==> src/hw/rtl/b58dec_pkg.sv <==
// Shared types, codes and the alphabet lookup for the base58 decoder.
// No dependencies; used by base58_decoder.
`default_nettype none

package b58dec_pkg;

  typedef struct packed {
    logic [7:0] symbol;
    logic       last_symbol;
  } sym_t;

  typedef struct packed {
    logic [7:0] data_byte;
    logic [5:0] byte_index;
    logic [2:0] status;
    logic       end_of_run;
  } res_t;

  // eight accumulator bytes per memory word, byte 0 least significant
  typedef logic [7:0][7:0] word_t;

  typedef enum logic [2:0] {
    S_IDLE,
    S_MUL,
    S_CHECK,
    S_SCAN,
    S_FAIL,
    S_EMIT
  } b58_state_t;

  localparam logic [2:0] ST_OK       = 3'd0;
  localparam logic [2:0] ST_BAD_LEN  = 3'd1;
  localparam logic [2:0] ST_INVALID  = 3'd2;
  localparam logic [2:0] ST_OVERFLOW = 3'd3;
  localparam logic [2:0] ST_MISMATCH = 3'd4;

  localparam logic [1:0] REG_OUTPUT_BYTES = 2'd0;
  localparam logic [1:0] REG_MAX_CHARS    = 2'd1;

  localparam logic [6:0] OUTPUT_BYTES_RST = 7'd32;
  localparam logic [6:0] MAX_CHARS_RST    = 7'd44;
  localparam logic [6:0] MAX_CHARS_CAP    = 7'd126;
  localparam logic [7:0] ONE_CHAR         = 8'h31;
  localparam logic [7:0] NO_DIGIT         = 8'hFF;
  localparam logic [7:0] RADIX            = 8'd58;

  localparam logic [8*58-1:0] ALPHABET =
    "123456789ABCDEFGHJKLMNPQRSTUVWXYZabcdefghijkmnopqrstuvwxyz";

  function automatic logic [7:0] b58_digit(input logic [7:0] sym);
    logic [7:0] d;
    d = NO_DIGIT;
    for (int i = 0; i < 58; i++) begin
      if (ALPHABET[8*(57-i) +: 8] == sym) begin
        d = 8'(i);
      end
    end
    return d;
  endfunction

endpackage

`default_nettype wire

==> src/hw/rtl/base58_decoder.sv <==
// base58_decoder: one base58 character per input transfer, decoded bytes out.
// Accumulator lives in a word memory (8 bytes per word). Depends on b58dec_pkg.
//
// Input channel sym_valid/sym_stall/sym_data carries one character and a last
// flag. Output channel res_valid/res_stall/res_data carries decoded bytes,
// most significant first, or a single status item on failure. cfg_valid/
// cfg_ready/cfg_index/cfg_value writes output_bytes (index 0) or max_chars
// (index 1); it is ready only between characters.
// Each character is accepted in S_IDLE, then S_MUL does one read-multiply-write
// step per memory word over W = ceil(output_bytes/8) words, each with an 8-byte
// x58 carry chain. An invalid character, or any character after a latched
// error, skips the multiply. The last character then passes a check state and
// a leading-zero scan of the W words, then gives one result per cycle while the
// output register is free; a failure is one status item from check or scan.
// Results sit in an output register; a valid result holds while res_stall is high,
// and a decoder with the next result ready waits with sym_stall high.
// Reset (rst, synchronous) returns output_bytes to 32, max_chars to 44 and
// clears the string state at once; per-word valid bits stand in for clearing
// the memory, so no clearing pass is needed after reset or per string.
`default_nettype none

module base58_decoder #(
  parameter int MAX_BYTES = 64
) (
  input  wire                 clk,
  input  wire                 rst,
  input  wire                 sym_valid,
  output logic                sym_stall,
  input  b58dec_pkg::sym_t    sym_data,
  output logic                res_valid,
  input  wire                 res_stall,
  output b58dec_pkg::res_t    res_data,
  input  wire                 cfg_valid,
  output logic                cfg_ready,
  input  wire  [1:0]          cfg_index,
  input  wire  [6:0]          cfg_value
);

  localparam int LIM = (MAX_BYTES < 64) ? MAX_BYTES : 64;
  localparam int NW  = (LIM + 7) / 8;
  localparam int AW  = (NW > 1) ? $clog2(NW) : 1;

  b58dec_pkg::b58_state_t state, state_next;

  logic [6:0]          cfg_ob, cfg_mc;
  logic [6:0]          char_count, char_count_next;
  logic [6:0]          lones, lones_next;
  logic                in_prefix, in_prefix_next;
  logic [2:0]          first_err, first_err_next;
  logic                is_last, is_last_next;
  logic [AW-1:0]       wptr, wptr_next;
  logic [5:0]          carry, carry_next;
  logic [6:0]          lz, lz_next;
  logic                zero_run, zero_run_next;
  logic [5:0]          bpos, bpos_next;
  logic [2:0]          err_code, err_code_next;
  logic [NW-1:0]       valid_bits, valid_bits_next;
  logic                res_valid_next;
  b58dec_pkg::res_t    res_data_next;

  logic                mem_we, mem_re;
  logic [AW-1:0]       mem_raddr;
  b58dec_pkg::word_t   acc_mem [NW];
  b58dec_pkg::word_t   rd_data, rd_word, mul_word;
  logic                rd_vld;

  logic [6:0]          ob_eff, mc_eff, mc_p1;
  logic [5:0]          top;
  logic [AW-1:0]       top_word;
  logic [7:0]          dig;
  logic [5:0]          carry_out;
  logic [3:0]          scan_cnt;
  logic                scan_zr;
  logic [6:0]          lz_sum;
  logic [5:0]          bpos_dec;
  logic                res_free;

  always_comb begin
    if (cfg_ob == 7'd0) begin
      ob_eff = 7'd1;
    end else if (cfg_ob > 7'(LIM)) begin
      ob_eff = 7'(LIM);
    end else begin
      ob_eff = cfg_ob;
    end
  end

  assign mc_eff   = (cfg_mc > b58dec_pkg::MAX_CHARS_CAP) ? b58dec_pkg::MAX_CHARS_CAP : cfg_mc;
  assign mc_p1    = mc_eff + 7'd1;
  assign top      = 6'(ob_eff - 7'd1);
  assign top_word = top[AW+2:3];
  assign dig      = b58dec_pkg::b58_digit(sym_data.symbol);
  assign rd_word  = rd_vld ? rd_data : '0;
  assign lz_sum   = lz + 7'(scan_cnt);
  assign bpos_dec = bpos - 6'd1;
  assign res_free = !res_valid || !res_stall;

  assign sym_stall = (state != b58dec_pkg::S_IDLE);
  assign cfg_ready = (state == b58dec_pkg::S_IDLE);

  // one word of acc = acc * 58 + carry, bytes at or above output_bytes untouched
  always_comb begin
    logic [13:0] v;
    logic [5:0]  c;
    c        = carry;
    mul_word = rd_word;
    v        = '0;
    for (int j = 0; j < 8; j++) begin
      if (7'({wptr, 3'(j)}) < ob_eff) begin
        v           = 14'(rd_word[j]) * 14'(b58dec_pkg::RADIX) + 14'(c);
        mul_word[j] = v[7:0];
        c           = v[13:8];
      end
    end
    carry_out = c;
  end

  // leading zero bytes of one word, top byte first
  always_comb begin
    logic       zr;
    logic [3:0] cnt;
    zr  = zero_run;
    cnt = '0;
    for (int j = 7; j >= 0; j--) begin
      if ((7'({wptr, 3'(j)}) < ob_eff) && zr) begin
        if (rd_word[j] == 8'd0) begin
          cnt = cnt + 4'd1;
        end else begin
          zr = 1'b0;
        end
      end
    end
    scan_cnt = cnt;
    scan_zr  = zr;
  end

  always_comb begin
    state_next      = state;
    char_count_next = char_count;
    lones_next      = lones;
    in_prefix_next  = in_prefix;
    first_err_next  = first_err;
    is_last_next    = is_last;
    wptr_next       = wptr;
    carry_next      = carry;
    lz_next         = lz;
    zero_run_next   = zero_run;
    bpos_next       = bpos;
    err_code_next   = err_code;
    valid_bits_next = valid_bits;
    res_valid_next  = res_valid && res_stall;
    res_data_next   = res_data;
    mem_we          = 1'b0;
    mem_re          = 1'b0;
    mem_raddr       = wptr;

    unique case (state)
      b58dec_pkg::S_IDLE: begin
        if (sym_valid) begin
          if (char_count < mc_p1) begin
            char_count_next = char_count + 7'd1;
          end
          if (in_prefix && (sym_data.symbol == b58dec_pkg::ONE_CHAR)) begin
            if (lones != 7'h7F) begin
              lones_next = lones + 7'd1;
            end
          end else begin
            in_prefix_next = 1'b0;
          end
          is_last_next = sym_data.last_symbol;
          state_next   = sym_data.last_symbol ? b58dec_pkg::S_CHECK : b58dec_pkg::S_IDLE;
          if (first_err == b58dec_pkg::ST_OK) begin
            if (dig == b58dec_pkg::NO_DIGIT) begin
              first_err_next = b58dec_pkg::ST_INVALID;
            end else begin
              carry_next = dig[5:0];
              wptr_next  = '0;
              mem_re     = 1'b1;
              mem_raddr  = '0;
              state_next = b58dec_pkg::S_MUL;
            end
          end
        end
      end

      b58dec_pkg::S_MUL: begin
        mem_we                = 1'b1;
        valid_bits_next[wptr] = 1'b1;
        if (wptr == top_word) begin
          if (carry_out != 6'd0) begin
            first_err_next = b58dec_pkg::ST_OVERFLOW;
          end
          state_next = is_last ? b58dec_pkg::S_CHECK : b58dec_pkg::S_IDLE;
        end else begin
          wptr_next  = wptr + 1'b1;
          carry_next = carry_out;
          mem_re     = 1'b1;
          mem_raddr  = wptr + 1'b1;
        end
      end

      b58dec_pkg::S_CHECK: begin
        if ((char_count < ob_eff) || (char_count > mc_eff)) begin
          err_code_next = b58dec_pkg::ST_BAD_LEN;
          state_next    = b58dec_pkg::S_FAIL;
        end else if (first_err != b58dec_pkg::ST_OK) begin
          err_code_next = first_err;
          state_next    = b58dec_pkg::S_FAIL;
        end else begin
          wptr_next     = top_word;
          lz_next       = '0;
          zero_run_next = 1'b1;
          mem_re        = 1'b1;
          mem_raddr     = top_word;
          state_next    = b58dec_pkg::S_SCAN;
        end
      end

      b58dec_pkg::S_SCAN: begin
        lz_next       = lz_sum;
        zero_run_next = scan_zr;
        if (wptr == '0) begin
          if (lz_sum != lones) begin
            err_code_next = b58dec_pkg::ST_MISMATCH;
            state_next    = b58dec_pkg::S_FAIL;
          end else begin
            bpos_next  = top;
            mem_re     = 1'b1;
            mem_raddr  = top_word;
            state_next = b58dec_pkg::S_EMIT;
          end
        end else begin
          wptr_next = wptr - 1'b1;
          mem_re    = 1'b1;
          mem_raddr = wptr - 1'b1;
        end
      end

      b58dec_pkg::S_FAIL: begin
        if (res_free) begin
          res_valid_next           = 1'b1;
          res_data_next.data_byte  = 8'd0;
          res_data_next.byte_index = 6'd0;
          res_data_next.status     = err_code;
          res_data_next.end_of_run = 1'b1;
          state_next               = b58dec_pkg::S_IDLE;
        end
      end

      b58dec_pkg::S_EMIT: begin
        if (res_free) begin
          res_valid_next           = 1'b1;
          res_data_next.data_byte  = rd_word[bpos[2:0]];
          res_data_next.byte_index = top - bpos;
          res_data_next.status     = b58dec_pkg::ST_OK;
          res_data_next.end_of_run = (bpos == 6'd0);
          if (bpos == 6'd0) begin
            state_next = b58dec_pkg::S_IDLE;
          end else begin
            bpos_next = bpos_dec;
            if (bpos[2:0] == 3'd0) begin
              mem_re    = 1'b1;
              mem_raddr = bpos_dec[AW+2:3];
            end
          end
        end
      end

      default: begin
        state_next = b58dec_pkg::S_IDLE;
      end
    endcase

    // string done: drop per-string state
    if (((state == b58dec_pkg::S_FAIL) || (state == b58dec_pkg::S_EMIT)) &&
        (state_next == b58dec_pkg::S_IDLE)) begin
      char_count_next = '0;
      lones_next      = '0;
      in_prefix_next  = 1'b1;
      first_err_next  = b58dec_pkg::ST_OK;
      valid_bits_next = '0;
    end
  end

  always_ff @(posedge clk) begin
    if (rst) begin
      state <= b58dec_pkg::S_IDLE;
    end else begin
      state <= state_next;
    end
  end

  always_ff @(posedge clk) begin
    if (rst) begin
      char_count <= '0;
      lones      <= '0;
      in_prefix  <= 1'b1;
      first_err  <= b58dec_pkg::ST_OK;
      valid_bits <= '0;
      res_valid  <= 1'b0;
    end else begin
      char_count <= char_count_next;
      lones      <= lones_next;
      in_prefix  <= in_prefix_next;
      first_err  <= first_err_next;
      valid_bits <= valid_bits_next;
      res_valid  <= res_valid_next;
    end
  end

  always_ff @(posedge clk) begin
    is_last  <= is_last_next;
    wptr     <= wptr_next;
    carry    <= carry_next;
    lz       <= lz_next;
    zero_run <= zero_run_next;
    bpos     <= bpos_next;
    err_code <= err_code_next;
    res_data <= res_data_next;
  end

  always_ff @(posedge clk) begin
    if (rst) begin
      cfg_ob <= b58dec_pkg::OUTPUT_BYTES_RST;
      cfg_mc <= b58dec_pkg::MAX_CHARS_RST;
    end else if (cfg_valid && cfg_ready) begin
      unique case (cfg_index)
        b58dec_pkg::REG_OUTPUT_BYTES: cfg_ob <= cfg_value;
        b58dec_pkg::REG_MAX_CHARS:    cfg_mc <= cfg_value;
        default: begin
        end
      endcase
    end
  end

  // accumulator memory, one write and one registered read port
  always_ff @(posedge clk) begin
    if (mem_we) begin
      acc_mem[wptr] <= mul_word;
    end
    if (mem_re) begin
      rd_data <= acc_mem[mem_raddr];
      rd_vld  <= valid_bits[mem_raddr];
    end
  end

`ifndef SYNTH
  a_fail_single: assert property (@(posedge clk) disable iff (rst)
    (res_valid && (res_data.status != b58dec_pkg::ST_OK)) |-> res_data.end_of_run)
    else $error("failure item without end_of_run");

  a_mul_range: assert property (@(posedge clk) disable iff (rst)
    (state == b58dec_pkg::S_MUL) |-> (wptr <= top_word))
    else $error("multiply pass beyond top word");

  a_last_index: assert property (@(posedge clk) disable iff (rst)
    (res_valid && !res_stall && res_data.end_of_run &&
     (res_data.status == b58dec_pkg::ST_OK)) |-> (res_data.byte_index == top))
    else $error("successful run ends at wrong byte index");

  a_err_code: assert property (@(posedge clk) disable iff (rst)
    (first_err == b58dec_pkg::ST_OK) || (first_err == b58dec_pkg::ST_INVALID) ||
    (first_err == b58dec_pkg::ST_OVERFLOW))
    else $error("latched error code out of set");

  a_emit_len: assert property (@(posedge clk) disable iff (rst)
    (state == b58dec_pkg::S_EMIT) |-> ((char_count >= ob_eff) && (char_count <= mc_eff)))
    else $error("emitting bytes for a string of bad length");
`endif

endmodule

`default_nettype wire
==> config.mk <==
export PLATFORM = sky130hd
export DESIGN_NAME = base58_decoder
export DESIGN_NICKNAME = d
export VERILOG_FILES = /design/src/hw/rtl/b58dec_pkg.sv /design/src/hw/rtl/base58_decoder.sv
export SDC_FILE = /design/constraint.sdc
export NUM_CORES = 2
export LEC_CHECK = 0
export ABC_AREA = 1
export BUFFER_PORTS_ARGS = -buffer_cell sky130_fd_sc_hd__buf_4
export CORE_MARGIN = 4
export CORE_UTILIZATION = 50
export CTS_BUF_LIST = sky130_fd_sc_hd__clkbuf_16
export DETAILED_ROUTE_END_ITERATION = 10
export GPL_TIMING_DRIVEN = 1
export PLACE_DENSITY_LB_ADDON = 0.12
export SLEW_MARGIN = 20
export SYNTH_ARGS = -nofsm -noshare
export SYNTH_HDL_FRONTEND = slang
export SYNTH_SLANG_ARGS = --single-unit
==> constraint.sdc <==
create_clock -name clk -period 34.9 [get_ports clk]
set_clock_uncertainty 0.05 [all_clocks]
set_input_delay 1.745 -clock clk [delete_from_list [all_inputs] [get_ports clk]]
set_output_delay 1.745 -clock clk [all_outputs]
set_load 0.01 [all_outputs]
==> results.sh <==
export IMPL_dp_hpwl_um=73600
export IMPL_syn_num_nets=4727
export IMPL_synth_compound_area_frac=0.126
export IMPL_synth_area_per_cell_um2=9.54
export IMPL_final_cells=5423
export IMPL_max_slew_margin_rel=0.263
export IMPL_hold_class="reg -> reg"
export IMPL_viasPerCell=5.59
export IMPL_ioPinCount=44
export IMPL_ant_nets=0
export IMPL_synth_top_family_by_area="simple AND/OR/NAND/NOR gates"
export IMPL_row_count=104
export IMPL_yosysSeqAreaShare=0.478
export IMPL_area_delta_synth_final_pct=9.76
export IMPL_fin_nets=4745
export IMPL_synth_warnings=0
export IMPL_tightest_slew_ns=1.09
export IMPL_antenna_found_initial=3
export IMPL_htree_levels=3
export IMPL_cts_setup_buffers=0
export IMPL_drc=0
export IMPL_yosys_area_share_simple=0.155
export IMPL_dieHeight_um=294
export IMPL_grt_usage=0.252
export IMPL_synth_cell_types=67
export IMPL_max_stage_delay_ns=0.66
export IMPL_crit_path_frequent_cell="nand2_1"
export IMPL_cts_resized_gates=0
export IMPL_place_gp_congestion=0.948
export IMPL_fillers=7243
export IMPL_startpoint_type="flip-flop"
export IMPL_rsz0062_at_grt="false"
export IMPL_cts_max_path_buffers=3
export IMPL_clk_latency_ns=0.65
export IMPL_crit_path_max_fanout=9
export IMPL_fmax_mhz=61.0
export IMPL_synth_fa_ha_area_frac=0.145
export IMPL_fp_dieArea_um2=86500
export IMPL_synth_most_common_cell="edfxtp_1"
export IMPL_dr_pass1_iters=6
export IMPL_holdBufCountCts=0
export IMPL_ys_top_cells_by_area="edfxtp_1 46%, ha_1 9.9%, o21ai_0 5.5%, nor2_1 5.2%, nand2_1 4.7%"
export IMPL_critPathRequiredTime_ns=35.11
export IMPL_drive_gt1_frac=0.0743
export IMPL_die_x_um=294
export IMPL_synth_main_ff_cell="edfxtp_1"
export IMPL_cts_root_buf="clkbuf_16"
export IMPL_coreArea_um2=80800
export IMPL_postLayoutCoreUtil=0.556
export IMPL_synth_seq_cells=665
export IMPL_yosys_area_top_type="edfxtp_1"
export IMPL_drtIter0Drc=2543
export IMPL_io_buffers=43
export IMPL_multi_input_comb_area_um2=18900
export IMPL_via_count=30312
export IMPL_synthArstFlopShare=0
export IMPL_grt_max_degree=90
export IMPL_cts_sinks=665
export IMPL_synth_xor_area_frac=0.0308
export IMPL_finalCritPeriodShare=0.469
export IMPL_synthTopCellsByCount="622 x edfxtp_1, 570 x nor2_1, 516 x nand2_1"
export IMPL_slew_viol_final=0
export IMPL_dp_cells=5286
export IMPL_grt_pass1_vias=29287
export IMPL_setup_viol_count_final=0
export IMPL_cp_arrival_ns=16.59
export IMPL_crit_slowest_cell="edfxtp_1"
export IMPL_setup_worst_path_class="reg -> reg"
export IMPL_synth_top_cell_area_share=0.457
export IMPL_start_util=0.506
export IMPL_cts_tree="done"
export IMPL_path_clk_slew_ns=0.06
export IMPL_post_route_min_period_ns=16.38
export IMPL_grt_overflow_total=0
export IMPL_ff_latch_area_um2=19500
export IMPL_crit_path_end_kind="flip-flop"
export IMPL_synthMuxAreaShare=0.00128
export IMPL_wl_per_cell_um=20.1
export IMPL_n_antenna_cell=0
export IMPL_setup_tns_final_ns=0
export IMPL_synth_edf_count=622
export IMPL_cts_buffers=75
export IMPL_syn_area_um2=40900
export IMPL_grt_pass1_wl_um=169000
export IMPL_status="complete, no violations"
export IMPL_path_buf_inv=10
export IMPL_drv_cap=0
export IMPL_syn_inst=4286
export IMPL_hold_viol_final=0
export IMPL_crit_family="compound AO/OA/AOI/OAI gates"
export IMPL_totalWireLength_um=109000
metal layers:
layer  vias up  track usage  share of wire
li1      14758            -              -
met1     14502        0.362           0.46
met2       872        0.394           0.45
met3       178       0.0431          0.064
met4         2       0.0763          0.029
met5         -            0        0.00012
state kept, by name (all words and copies together) (netlist names), 7 cells and up:
name,cells
cfg_ob,7
char_count,7
lones,7
lz,7
valid_bits,8
res_data,18
acc_mem,512
cfg_mc,7
rd_data,64
layout make-up:
class	instances	share of cell area
Clock buffer	75	0.0418
Clock inverter	61	0.0132
Inverter	534	0.0449
Multi-Input combinational cell	2939	0.420
Sequential cell	665	0.435
Tap cell	1060	0.0295
Timing Repair Buffer	89	0.0153
kinds of logic (layout without fill, tap and decap cells):
group,count (synthesis),after routing
and+or+nand+nor,1455,1455
AOI/OAI and AO/OA,917,917
buffers and inverters,682,759
DFF,665,665
adders and majority gates,418,418
xor gates and xnor gates,144,144
muxes,5,5
through the flow:
step	hold slack [ns]	setup WS, ns	area [um^2]
2_1_floorplan	0.380	20.73	40900
3_3_place_gp	0.401	19.15	42400
3_5_place_dp	0.404	18.76	42400
4_1_cts	0.420	18.71	44900
5_1_grt	0.449	16.67	44900
6_report	0.418	18.52	44900
worst reg2reg max path, delay by kind of cell (launching register included):
family,cells,cell delay (ns)
and+or+nand+nor,38,4.52
adders and majority gates,14,4.41
AOI/OAI and AO/OA,27,5.30
buffers and inverters,10,0.70
DFF,1,0.66
xor gates and xnor gates,3,0.37
layout by cell type (no fill, tap or decap), types with 7 or more instances in the layout:
master and n:
edfxtp_1 622, nor2_1 563, inv_1 528, nand2_1 514
o21ai_0 443, ha_1 324, nand3_1 169, a21oi_1 165
xor2_1 102, fa_1 94, buf_4 87, a31oi_1 82
o21bai_1 77, clkbuf_16 75, o22ai_1 71, dfxtp_1 43
nand4_1 42, xnor2_1 42, nand2_2 31, nand3_2 30
nor3_1 30, clkinv_1 24, o21ai_1 15, or2_2 14
nor2_4 10, o211ai_1 10, clkinv_2 10, nor2_2 9
nor4_1 9, inv_2 8, o31ai_1 8, bufinv_16 7
worst paths after layout:
| check | from | endpoint | slack, ns | depth (start not counted) |
|---|---|---|---|---|
| max | rd_vld | acc_mem[5][63] | 18.52 | 92 |
| min | in_prefix | in_prefix | 0.42 | 2 |
| max reg2reg | rd_vld | acc_mem[5][63] | 18.52 | 92 |
| min reg2reg | in_prefix | in_prefix | 0.42 | 2 |
Power is left out: the tool's default activity adds up to more than one toggle a clock period on the data nets, which glitch-free logic cannot reach.
